--- src/relvs_pkg.sv ---
// Shared types and constants of the rank-excluding LRU victim selector.
package relvs_pkg;

   typedef enum logic [1:0] {
      OP_TOUCH      = 2'd0,
      OP_INSERT     = 2'd1,
      OP_INVALIDATE = 2'd2,
      OP_VICTIM     = 2'd3
   } op_type;

   typedef logic [2:0]  rank_type;
   typedef logic [47:0] tick_type;
   typedef logic [1:0]  phase_type;

   localparam rank_type RANK_INVALID = 3'd4;

   // Estimate now / 10000000 as the top 24 bits of the time times floor(2^48 / 10000000),
   // shifted down by 24. The estimate never exceeds the true quotient and falls short by
   // at most 3, so the remainder against it stays below 40000000.
   typedef logic [24:0] quot_type;
   localparam quot_type PHASE_RECIP     = 25'd28147497;
   localparam quot_type TICKS_PER_PHASE = 25'd10000000;

   typedef logic [25:0] span_type;
   localparam span_type PHASE_1_START = 26'd10000000;
   localparam span_type PHASE_2_START = 26'd20000000;
   localparam span_type PHASE_3_START = 26'd30000000;

   typedef enum logic [4:0] {
      ST_IDLE   = 5'b00001,
      ST_MUL_HI = 5'b00010,
      ST_MUL_LO = 5'b00100,
      ST_PHASE  = 5'b01000,
      ST_SCAN   = 5'b10000
   } state_type;

endpackage

--- src/rank_excluding_lru_victim_select_core.sv ---
// Top level: per-set rank and last-touch store with a sequenced victim scan.
//
// Replacement state for one cache set of WAYS ways. Touch, insert and invalidate
// return a zero result on the next cycle. A victim request runs as a sequence and
// repeats its scan as plain LRU when every way holds a special rank: two passes
// through one shared 25 x 25 multiplier reduce the time to its phase (a reciprocal
// estimate of the quotient, then the remainder against that estimate), ST_PHASE
// decodes the phase, and then a single 48-bit comparator visits the ways one per
// cycle, stopping early at the first invalid way. The block takes no request while
// a victim scan runs or while a stalled result occupies the output register.
module rank_excluding_lru_victim_select_core #(
   parameter int WAYS = 8
) (
   input  logic         clock,
   input  logic         reset,
   input  logic         req_tvalid,
   output logic         req_tready,
   input  logic [103:0] req_tdata,   // way [2:0], address [50:3], now [98:51], zero fill
   input  logic [1:0]   req_tuser,   // operation [1:0]
   output logic         rsp_tvalid,
   input  logic         rsp_tready,
   output logic [7:0]   rsp_tdata,   // victim_way [2:0], zero fill
   output logic         rsp_tuser    // victim_valid [0]
);

   localparam int WIDX = $clog2(WAYS);
   localparam int XW   = (WIDX > 3) ? WIDX : 3;

   typedef logic [WIDX-1:0] idx_type;

   // request fields
   relvs_pkg::op_type   req_op;
   logic [2:0]          req_way;
   relvs_pkg::tick_type req_address;
   relvs_pkg::tick_type req_now;

   assign req_op      = relvs_pkg::op_type'(req_tuser);
   assign req_way     = req_tdata[2:0];
   assign req_address = req_tdata[50:3];
   assign req_now     = req_tdata[98:51];

   // per-way state
   relvs_pkg::rank_type rank_ff [WAYS];
   relvs_pkg::tick_type time_ff [WAYS];

   // sequencer and datapath registers
   relvs_pkg::state_type   state_ff, state_in;
   relvs_pkg::tick_type    now_ff, now_in;
   relvs_pkg::quot_type    quot_ff, quot_in;
   relvs_pkg::span_type    span_ff, span_in;
   relvs_pkg::phase_type   phase_ff, phase_in;
   idx_type                idx_ff, idx_in;
   idx_type                best_ff, best_in;
   relvs_pkg::tick_type    best_time_ff, best_time_in;
   logic                   have_ff, have_in;
   logic                   fallback_ff, fallback_in;
   logic                   rsp_valid_ff, rsp_valid_in;
   logic [2:0]             rsp_way_ff, rsp_way_in;
   logic                   rsp_flag_ff, rsp_flag_in;

   logic                   accept;
   logic                   wr_en;
   logic [XW-1:0]          way_ext;
   idx_type                wr_idx;
   relvs_pkg::rank_type    wr_rank;
   relvs_pkg::tick_type    wr_time;

   relvs_pkg::quot_type    mul_a;
   relvs_pkg::quot_type    mul_b;
   logic [48:0]            mul_p;
   relvs_pkg::phase_type   phase_next;
   relvs_pkg::phase_type   phase_succ;

   relvs_pkg::rank_type    scan_rank;
   relvs_pkg::tick_type    scan_time;
   logic                   scan_special;
   logic                   scan_invalid;
   logic                   scan_take;
   logic                   scan_last;
   idx_type                best_next;
   logic                   have_next;

   assign req_tready = (state_ff == relvs_pkg::ST_IDLE) && (!rsp_valid_ff || rsp_tready);
   assign accept     = req_tvalid && req_tready;

   // state writes: drop way numbers beyond the set
   assign way_ext = XW'(req_way);
   assign wr_idx  = way_ext[WIDX-1:0];
   assign wr_en   = accept && (req_op != relvs_pkg::OP_VICTIM) && (32'(way_ext) < 32'(WAYS));
   assign wr_rank = (req_op == relvs_pkg::OP_INVALIDATE) ? relvs_pkg::RANK_INVALID
                                                          : {1'b0, req_address[18], req_address[6]};
   assign wr_time = (req_op == relvs_pkg::OP_INVALIDATE) ? '0 : req_now;

   // shared multiplier: quotient estimate first, then estimate times 10000000
   assign mul_a = (state_ff == relvs_pkg::ST_MUL_HI) ? {1'b0, now_ff[47:24]} : quot_ff;
   assign mul_b = (state_ff == relvs_pkg::ST_MUL_HI) ? relvs_pkg::PHASE_RECIP
                                                     : relvs_pkg::TICKS_PER_PHASE;
   assign mul_p = 49'(mul_a) * 49'(mul_b);

   // which quarter of 40000000 the remainder falls in corrects the estimate
   always_comb begin
      priority if (span_ff >= relvs_pkg::PHASE_3_START) begin
         phase_next = 2'd3;
      end else if (span_ff >= relvs_pkg::PHASE_2_START) begin
         phase_next = 2'd2;
      end else if (span_ff >= relvs_pkg::PHASE_1_START) begin
         phase_next = 2'd1;
      end else begin
         phase_next = 2'd0;
      end
   end

   assign phase_succ = phase_ff + 2'd1;

   // scan step over the way at idx_ff
   assign scan_rank    = rank_ff[idx_ff];
   assign scan_time    = time_ff[idx_ff];
   assign scan_special = !fallback_ff && ((scan_rank == {1'b0, phase_ff}) ||
                                          (scan_rank == {1'b0, phase_succ}));
   assign scan_invalid = !scan_special && (scan_rank == relvs_pkg::RANK_INVALID);
   assign scan_take    = !scan_special && !scan_invalid &&
                         (!have_ff || (scan_time < best_time_ff));
   assign scan_last    = (idx_ff == idx_type'(WAYS - 1));
   assign best_next    = scan_take ? idx_ff : best_ff;
   assign have_next    = have_ff || scan_take;

   always_comb begin
      state_in     = state_ff;
      now_in       = now_ff;
      quot_in      = quot_ff;
      span_in      = span_ff;
      phase_in     = phase_ff;
      idx_in       = idx_ff;
      best_in      = best_ff;
      best_time_in = best_time_ff;
      have_in      = have_ff;
      fallback_in  = fallback_ff;
      rsp_valid_in = rsp_valid_ff && !rsp_tready;
      rsp_way_in   = rsp_way_ff;
      rsp_flag_in  = rsp_flag_ff;

      unique case (state_ff)
         relvs_pkg::ST_IDLE: begin
            if (accept) begin
               if (req_op == relvs_pkg::OP_VICTIM) begin
                  state_in = relvs_pkg::ST_MUL_HI;
                  now_in   = req_now;
               end else begin
                  rsp_valid_in = 1'b1;
                  rsp_way_in   = '0;
                  rsp_flag_in  = 1'b0;
               end
            end
         end
         relvs_pkg::ST_MUL_HI: begin
            quot_in  = mul_p[48:24];
            state_in = relvs_pkg::ST_MUL_LO;
         end
         relvs_pkg::ST_MUL_LO: begin
            span_in  = now_ff[25:0] - mul_p[25:0];
            state_in = relvs_pkg::ST_PHASE;
         end
         relvs_pkg::ST_PHASE: begin
            phase_in    = quot_ff[1:0] + phase_next;
            idx_in      = '0;
            have_in     = 1'b0;
            fallback_in = 1'b0;
            state_in    = relvs_pkg::ST_SCAN;
         end
         relvs_pkg::ST_SCAN: begin
            priority if (scan_invalid) begin
               state_in     = relvs_pkg::ST_IDLE;
               rsp_valid_in = 1'b1;
               rsp_way_in   = 3'(idx_ff);
               rsp_flag_in  = 1'b1;
            end else if (scan_last && have_next) begin
               state_in     = relvs_pkg::ST_IDLE;
               rsp_valid_in = 1'b1;
               rsp_way_in   = 3'(best_next);
               rsp_flag_in  = 1'b1;
            end else if (scan_last) begin
               // every way special: rerun as plain LRU
               fallback_in = 1'b1;
               have_in     = 1'b0;
               idx_in      = '0;
            end else begin
               idx_in       = idx_ff + idx_type'(1);
               best_in      = best_next;
               best_time_in = scan_take ? scan_time : best_time_ff;
               have_in      = have_next;
            end
         end
         default: begin
            state_in = relvs_pkg::ST_IDLE;
         end
      endcase
   end

   always_ff @(posedge clock) begin
      if (reset) begin
         state_ff     <= relvs_pkg::ST_IDLE;
         rsp_valid_ff <= 1'b0;
      end else begin
         state_ff     <= state_in;
         rsp_valid_ff <= rsp_valid_in;
      end
   end

   always_ff @(posedge clock) begin
      now_ff       <= now_in;
      quot_ff      <= quot_in;
      span_ff      <= span_in;
      phase_ff     <= phase_in;
      idx_ff       <= idx_in;
      best_ff      <= best_in;
      best_time_ff <= best_time_in;
      have_ff      <= have_in;
      fallback_ff  <= fallback_in;
      rsp_way_ff   <= rsp_way_in;
      rsp_flag_ff  <= rsp_flag_in;
   end

   always_ff @(posedge clock) begin
      if (reset) begin
         for (int i = 0; i < WAYS; i++) begin
            rank_ff[i] <= relvs_pkg::RANK_INVALID;
         end
      end else if (wr_en) begin
         rank_ff[wr_idx] <= wr_rank;
      end
   end

   always_ff @(posedge clock) begin
      if (wr_en) begin
         time_ff[wr_idx] <= wr_time;
      end
   end

   assign rsp_tvalid = rsp_valid_ff;
   assign rsp_tdata  = {5'b0, rsp_way_ff};
   assign rsp_tuser  = rsp_flag_ff;

endmodule

--- config.mk ---
export PLATFORM = sky130hd
export DESIGN_NAME = rank_excluding_lru_victim_select_core
export DESIGN_NICKNAME = d
export VERILOG_FILES = /design/src/relvs_pkg.sv /design/src/rank_excluding_lru_victim_select_core.sv
export SDC_FILE = /design/constraint.sdc
export NUM_CORES = 2
export LEC_CHECK = 0
export ABC_AREA = 1
export BUFFER_PORTS_ARGS = -buffer_cell sky130_fd_sc_hd__buf_2
export CORE_UTILIZATION = 50
export DETAILED_ROUTE_END_ITERATION = 12
export PLACE_DENSITY = 0.69
export SLEW_MARGIN = 20
export SYNTH_ARGS = -nofsm -noshare
export SYNTH_HDL_FRONTEND = slang
export SYNTH_SLANG_ARGS = --single-unit
--- constraint.sdc ---
create_clock -name clock -period 8.1 [get_ports clock]
set_input_delay 1.215 -clock clock [delete_from_list [all_inputs] [get_ports clock]]
set_output_delay 1.215 -clock clock [all_outputs]
set_load 0.1 [all_outputs]
-- Yosys cells after proc, flatten, opt, wreduce, memory -nomap -nowiden
Memories as Yosys holds them, arrays and structs flattened. A register that Yosys moved wholly into a read port is not among the register bits.
Index checks and enable logic that the tools add are counted.
- logic and storage cells: 126
- flip-flop bits (word level): 167
- memories kept: 2
- output and inout port bits: 11
- input port bits: 110
- RAM bits: 408
- memory list (name ; words ; bits a word ; rd ports ; clocked after memory_dff ; wr ports ; line ; text):
    time_ff ; 8 ; 48 ; 1 ; 1 ; 1 ; rank_excluding_lru_victim_select_core.sv:44 ; relvs_pkg::tick_type time_ff [WAYS];
    rank_ff ; 8 ; 3 ; 1 ; 1 ; 8 ; rank_excluding_lru_victim_select_core.sv:43 ; relvs_pkg::rank_type rank_ff [WAYS];
- order comparisons: 4
- equal/unequal tests: 19
- add/subtract/negate cells: 4
- muxes and demuxes: 51
- reductions and logical operators: 29
- bitwise gates (word level): 3
- multiply operators: 1
- operators with widths (kind ; count):
    $ge A26 B25 Y1 const B ; 2
    $mux W25 ; 2
    $mul A25 B25 Y49 ; 1
    $lt A48 B48 Y1 ; 1
    $mux W48 ; 1
    $mux W3 ; 13
    $ge A26 B24 Y1 const B ; 1
    $sub A26 B26 Y26 ; 1
    $pmux W5 S5 ; 1
    $mux W1 ; 22
    $mux W5 ; 4
    $ne A2 B2 Y1 const B ; 6
    $pmux W3 S2 ; 2
    $reduce_and A4 Y1 ; 3
    $logic_and A1 B1 Y1 ; 9
    $reduce_and A3 Y1 ; 3
    $pmux W1 S2 ; 4
    $eq A3 B2 Y1 ; 2
    $eq A3 B3 Y1 const B ; 2
    $logic_not A1 Y1 ; 6
    $eq A5 B1 Y1 const B ; 1
    $eq A5 B2 Y1 const B ; 1
    $eq A5 B3 Y1 const B ; 1
    $eq A5 B4 Y1 const B ; 1
    other kinds (13) ; 21

-- Longest topological paths before layout
- depth in word-level cells: 15
- mapped depth: 37
- depth with buffers taken out: 36

-- Least setup slack after synthesis
Ideal clock, no wire load.
- path type: register to register
- from: register state_ff[2]
- to: register span_ff[25], data pin
- period minus slack after synthesis: 8.051 ns
- buffers on the path: 2
- required time: 7.837 ns
- path slack: 0.049 ns
- arrival: 7.788 ns
- cell stages (with the launch flop): 32
- library setup time: 0.263 ns
- path through: dfxtp_1 > nor2_1 > inv_1 > nor4_2 > clkbuf_1 > clkbuf_1 > nor2_1 > fa_1 > fa_1 > fa_1 > inv_1 > fa_1 > fa_1 > inv_1 > fa_1 > inv_1 > fa_1 > inv_1 > ha_1 > a21oi_1 > inv_1 > a31oi_1 > o21ai_2 > a21oi_2 > xnor2_1 > inv_1 > ha_1 > inv_1 > nor3_1 > nand4_1 > nand3_1 > xor2_1
- cells in the longest elaborated chain, start to end: 4
- elaborated cells between the ends (all ways): 5
- classes of those cells: 1 x add/sub; 1 x mul; 1 x eq/ne; 2 x mux
- ends and longest elaborated chain (element ; line ; text):
    start: declaration ; rank_excluding_lru_victim_select_core.sv:47 ; relvs_pkg::state_type state_ff, state_in;
    start signal: assignment ; rank_excluding_lru_victim_select_core.sv:201 ; state_ff <= relvs_pkg::ST_IDLE;
    start signal: assignment ; rank_excluding_lru_victim_select_core.sv:204 ; state_ff <= state_in;
    $eq A5 B2 Y1 * ; rank_excluding_lru_victim_select_core.sv:95, rank_excluding_lru_victim_select_core.sv:96 ;
    $mux W25, on equally long branches ; rank_excluding_lru_victim_select_core.sv:95, rank_excluding_lru_victim_select_core.sv:96 ;
    $mul A25 B25 Y49 * ; rank_excluding_lru_victim_select_core.sv:98 ; assign mul_p = 49'(mul_a) * 49'(mul_b);
    named net mul_p[24] ; rank_excluding_lru_victim_select_core.sv:70 ; logic [48:0] mul_p;
    $sub A26 B26 Y26 * ; rank_excluding_lru_victim_select_core.sv:160 ; span_in = now_ff[25:0] - mul_p[25:0];
    end signal: assignment ; rank_excluding_lru_victim_select_core.sv:212 ; span_ff <= span_in;
    end: declaration ; rank_excluding_lru_victim_select_core.sv:50 ; relvs_pkg::span_type span_ff, span_in;
The timed path passes the listed nets; every way through them passes the cells marked *.
A chain may end at the register's enable or synchronous reset.

-- Worst setup path in the final report
- from: register state_ff[3]
- to: register span_ff[22], data pin
- cells in the longest elaborated chain, start to end: 4
- elaborated cells between the ends (all ways): 5
- classes of those cells: 1 x add/sub; 1 x mul; 1 x eq/ne; 2 x mux
- ends and longest elaborated chain (element ; line):
    $eq A5 B2 Y1 * ; rank_excluding_lru_victim_select_core.sv:95, rank_excluding_lru_victim_select_core.sv:96
    $mux W25, on equally long branches ; rank_excluding_lru_victim_select_core.sv:95, rank_excluding_lru_victim_select_core.sv:96
    $mul A25 B25 Y49 * ; rank_excluding_lru_victim_select_core.sv:98
    $sub A26 B26 Y26 * ; rank_excluding_lru_victim_select_core.sv:160
Mark *: on every way between the ends. The rest lies on a longest branch, timed or not.

==> impl_metrics.ini <==
[setup_path]
reg2reg_depth = 33
cp.required_ns = 8.42
cpLargestDelayFamily = adder cells
cp_slowest_cell = fa_1
worstSetupStartpointType = flop
crit_end = span_ff[22]
path_common_cell = fa_1
startpoint = state_ff[3]
critPathKind = reg2reg
regToRegSetupSlack_ns = 0.26
max_stage_delay_ns = 0.55
crit_arrival_ns = 8.17
cp.depth = 33
path_max_fanout = 5
r2r_start = state_ff[3]
worst-path-buf-inv = 8
cp-end-kind = flop
reg2reg_to = span_ff[22]

[detailed_routing]
via_per_inst = 5.32
drt.antenna.violating_nets = 0
drt_iter0_markers = 2210
detail_route.wirelength_um = 96900
via_count = 26200
routedWlPerCell_um = 19.7
drc = 0
drt_first_pass_iters = 5

[global_routing]
grt_usage_pct = 25.0
grt_max_degree = 146
antenna_found_initial = 2
grt_pass1_vias = 26700
grt.overflow.total = 0
grt_pass1_wl_um = 149000

[power_and_ir_drop]
p_leak_nw = 19.4
combPwrFrac_pct = 66.0
p_sw_share_pct = 43.9
p_seq_share_pct = 20.3
intPower_mw = 10.5
p_clk_share_pct = 13.7
p_per_area_nw_per_um2 = 427
power_mw = 18.6
p_switching_mw = 8.17
ir_drop_uv = 566

[floorplan]
dieArea_um2 = 78600
die_h_um = 280
rows = 101
initial_core_util_pct = 50.7
die_x_um = 280
ios = 121
core_area_um2 = 76300

[timing]
max_slew.worst_pin.slew_ns = 1.05
skew_ns = 0.0177
slew-limit-headroom_pct = 30.3
period_share_pct = 96.8
setup_viol = 0
clock.fmax_mhz = 127
hold-worst-slack_ns = 0.545
hold_violations = 0
slew_violations = 0
period_needed_ns = 7.84

[run_status]
outcome = finished clean

[clock_network]
htree_levels = 2
clockRootBuffer = clkbuf_16
cts_tree = yes
holdBufCountCts = 0
clk_path_buf_depth = 3
cts.clk_slew.worst_paths_ns = 0.07
clock_latency_ns = 0.58
clkSinkCount = 571
cts_inserted_buffers = 51

[yosys]
synth_seq_area_share_pct = 44.0
synth_area_leaders = edfxtp_1 (44%), fa_1 (17%), ha_1 (11%), inv_1 (7.3%), nor2_1 (5.1%)
async_flop_share_pct = 0
synth_edf_count = 562
ys_ff_latch = 571
yosysTopAreaCellShare_pct = 43.6
yosysTopAreaCell = edfxtp_1
synthTopCellsByCount = inv_1 (754), edfxtp_1 (562), nor2_1 (525)
avgSynthCellArea_um2 = 10.5
yosysWarnings = 0
synth-main-ff-cell = edfxtp_1
netlist_area_um2 = 38700
post-synth-top-count-cell = inv_1
yosysUniqueCellTypes = 57
syn_inst = 3675

[cells_and_area]
area_delta_synth_final_pct = 12.8
post-route-util_pct = 57.2
finalNonFillerCells = 4917
num-nets-final = 4627
drive_gt1_share_pct = 12.2

[placement]
hpwl_um = 70900
io_buffers = 64
dp.cells = 4795
gp_congestion = 0.953

[hold_path]
hp-class = reg2reg

[flow_run]
drv_cap = 0
==> how the worst min path moves through the flow <==
| stage | slack, ns | from | depth (start not counted) | end |
|---|---|---|---|---|
| CTS | 0.55 | best_ff[1] | 2 | best_ff[1] |
| floorplan | 0.47 | state_ff[2] | 2 | state_ff[3] |
| detailed placement | 0.53 | best_ff[1] | 2 | best_ff[1] |
| global placement | 0.52 | best_ff[1] | 2 | best_ff[1] |
| global route | 0.57 | state_ff[1] | 2 | state_ff[1] |
| finish | 0.54 | state_ff[1] | 3 | state_ff[3] |
==> state kept, by name, indices dropped and copies added (netlist names), named ones only <==
signal	flops
time_ff	384
best_time_ff	48
now_ff	48
quot_ff	25
rank_ff	24
span_ff	19
state_ff	5
best_ff	3
idx_ff	3
rsp_way_ff	3
phase_ff	2
fallback_ff	1
have_ff	1
rsp_tuser	1
rsp_tvalid	1
==> area by class of cell <==
type	count	area [um2]
Fill cell	6427	32700
Multi-Input combinational cell	2219	18900
Sequential cell	571	17100
Inverter	759	2860
Timing Repair Buffer	241	1770
Clock buffer	56	1290
Tap cell	1030	1290
Clock inverter	40	465
Antenna cell	1	2.50
==> layout by cell type (no fill, tap or decap), types with 12 or more instances in the layout <==
| cell type | Yosys | routed |
|---|---|---|
| a21oi_1 | 120 | 103 |
| o22ai_1 | 51 | 51 |
| nand3_1 | 39 | 39 |
| inv_2 | 3 | 19 |
| o21ai_0 | 256 | 250 |
| buf_2 | 6 | 64 |
| fa_1 | 331 | 327 |
| nand2_2 | 3 | 17 |
| buf_4 | 5 | 165 |
| nand2_1 | 276 | 254 |
| nand4_1 | 16 | 16 |
| nor2_4 | 0 | 13 |
| a31oi_1 | 59 | 57 |
| clkinv_2 | 0 | 12 |
| clkbuf_16 | 0 | 53 |
| a21oi_2 | 4 | 19 |
| nor3_1 | 17 | 15 |
| inv_1 | 754 | 736 |
| ha_4 | 0 | 12 |
| xor2_1 | 42 | 39 |
| xnor2_1 | 29 | 27 |
| edfxtp_1 | 562 | 562 |
| nor2_1 | 525 | 503 |
| o21ai_1 | 17 | 16 |
| nor2_2 | 3 | 12 |
| conb_1 | 2 | 15 |
| ha_1 | 343 | 330 |
==> through the flow <==
step	cell area [um2]	setup slack (ns)	TNS (ns)
6_report	43700	0.255	0
4_1_cts	42900	0.00163	0
3_3_place_gp	41100	-0.0306	-0.0306
2_1_floorplan	38800	0.0491	0
3_5_place_dp	41100	-0.0457	-0.0457
5_1_grt	43700	-0.0428	-0.167
==> timing repair <==
item	4_1_cts	5_1_grt
resized for setup	2	149
pin swaps	0	56
buffers inserted	0	22
endpoints found under the setup margin	2	25
gates cloned	0	3
==> power by group through the flow <==
stage | clock (mW) | combinational, mW | sequential, mW
floorplan | 0 | 6.90 | 3.86
global placement | 0 | 10.6 | 3.85
detailed placement | 0 | 10.7 | 3.85
CTS | 2.58 | 10.8 | 3.79
global route | 2.69 | 13.5 | 3.79
finish | 2.55 | 12.3 | 3.79
==> logic make-up after synthesis <==
family / after synthesis / share of synthesized area (%)
xor+xnor: 71 / 1.61
mux: 1 / 0.0259
flops: 571 / 44.0
other cells: 2 / 0.0194
buf+inv: 898 / 8.86
simple gates: 907 / 9.38
compound gates: 551 / 7.87
fa+ha+maj: 674 / 28.2
==> metal layers <==
layer	GRT usage (%)	up-vias	share of wire, %	wire [um]
met4	8.69	2	3.9	3820
met2	42.2	840	49	47200
met5	0	-	0.018	17
met3	3.11	186	6.6	6440
li1	-	12300	-	-
met1	33.2	12900	41	39400
==> worst min-delay path, cell delays in order, from the launching register on <==
cell     delay [ns]
dfxtp_1        0.33
nor2_1         0.05
nand4_1        0.09
nor2_1         0.04
No activity file was read; power rests on OpenSTA's default activity.
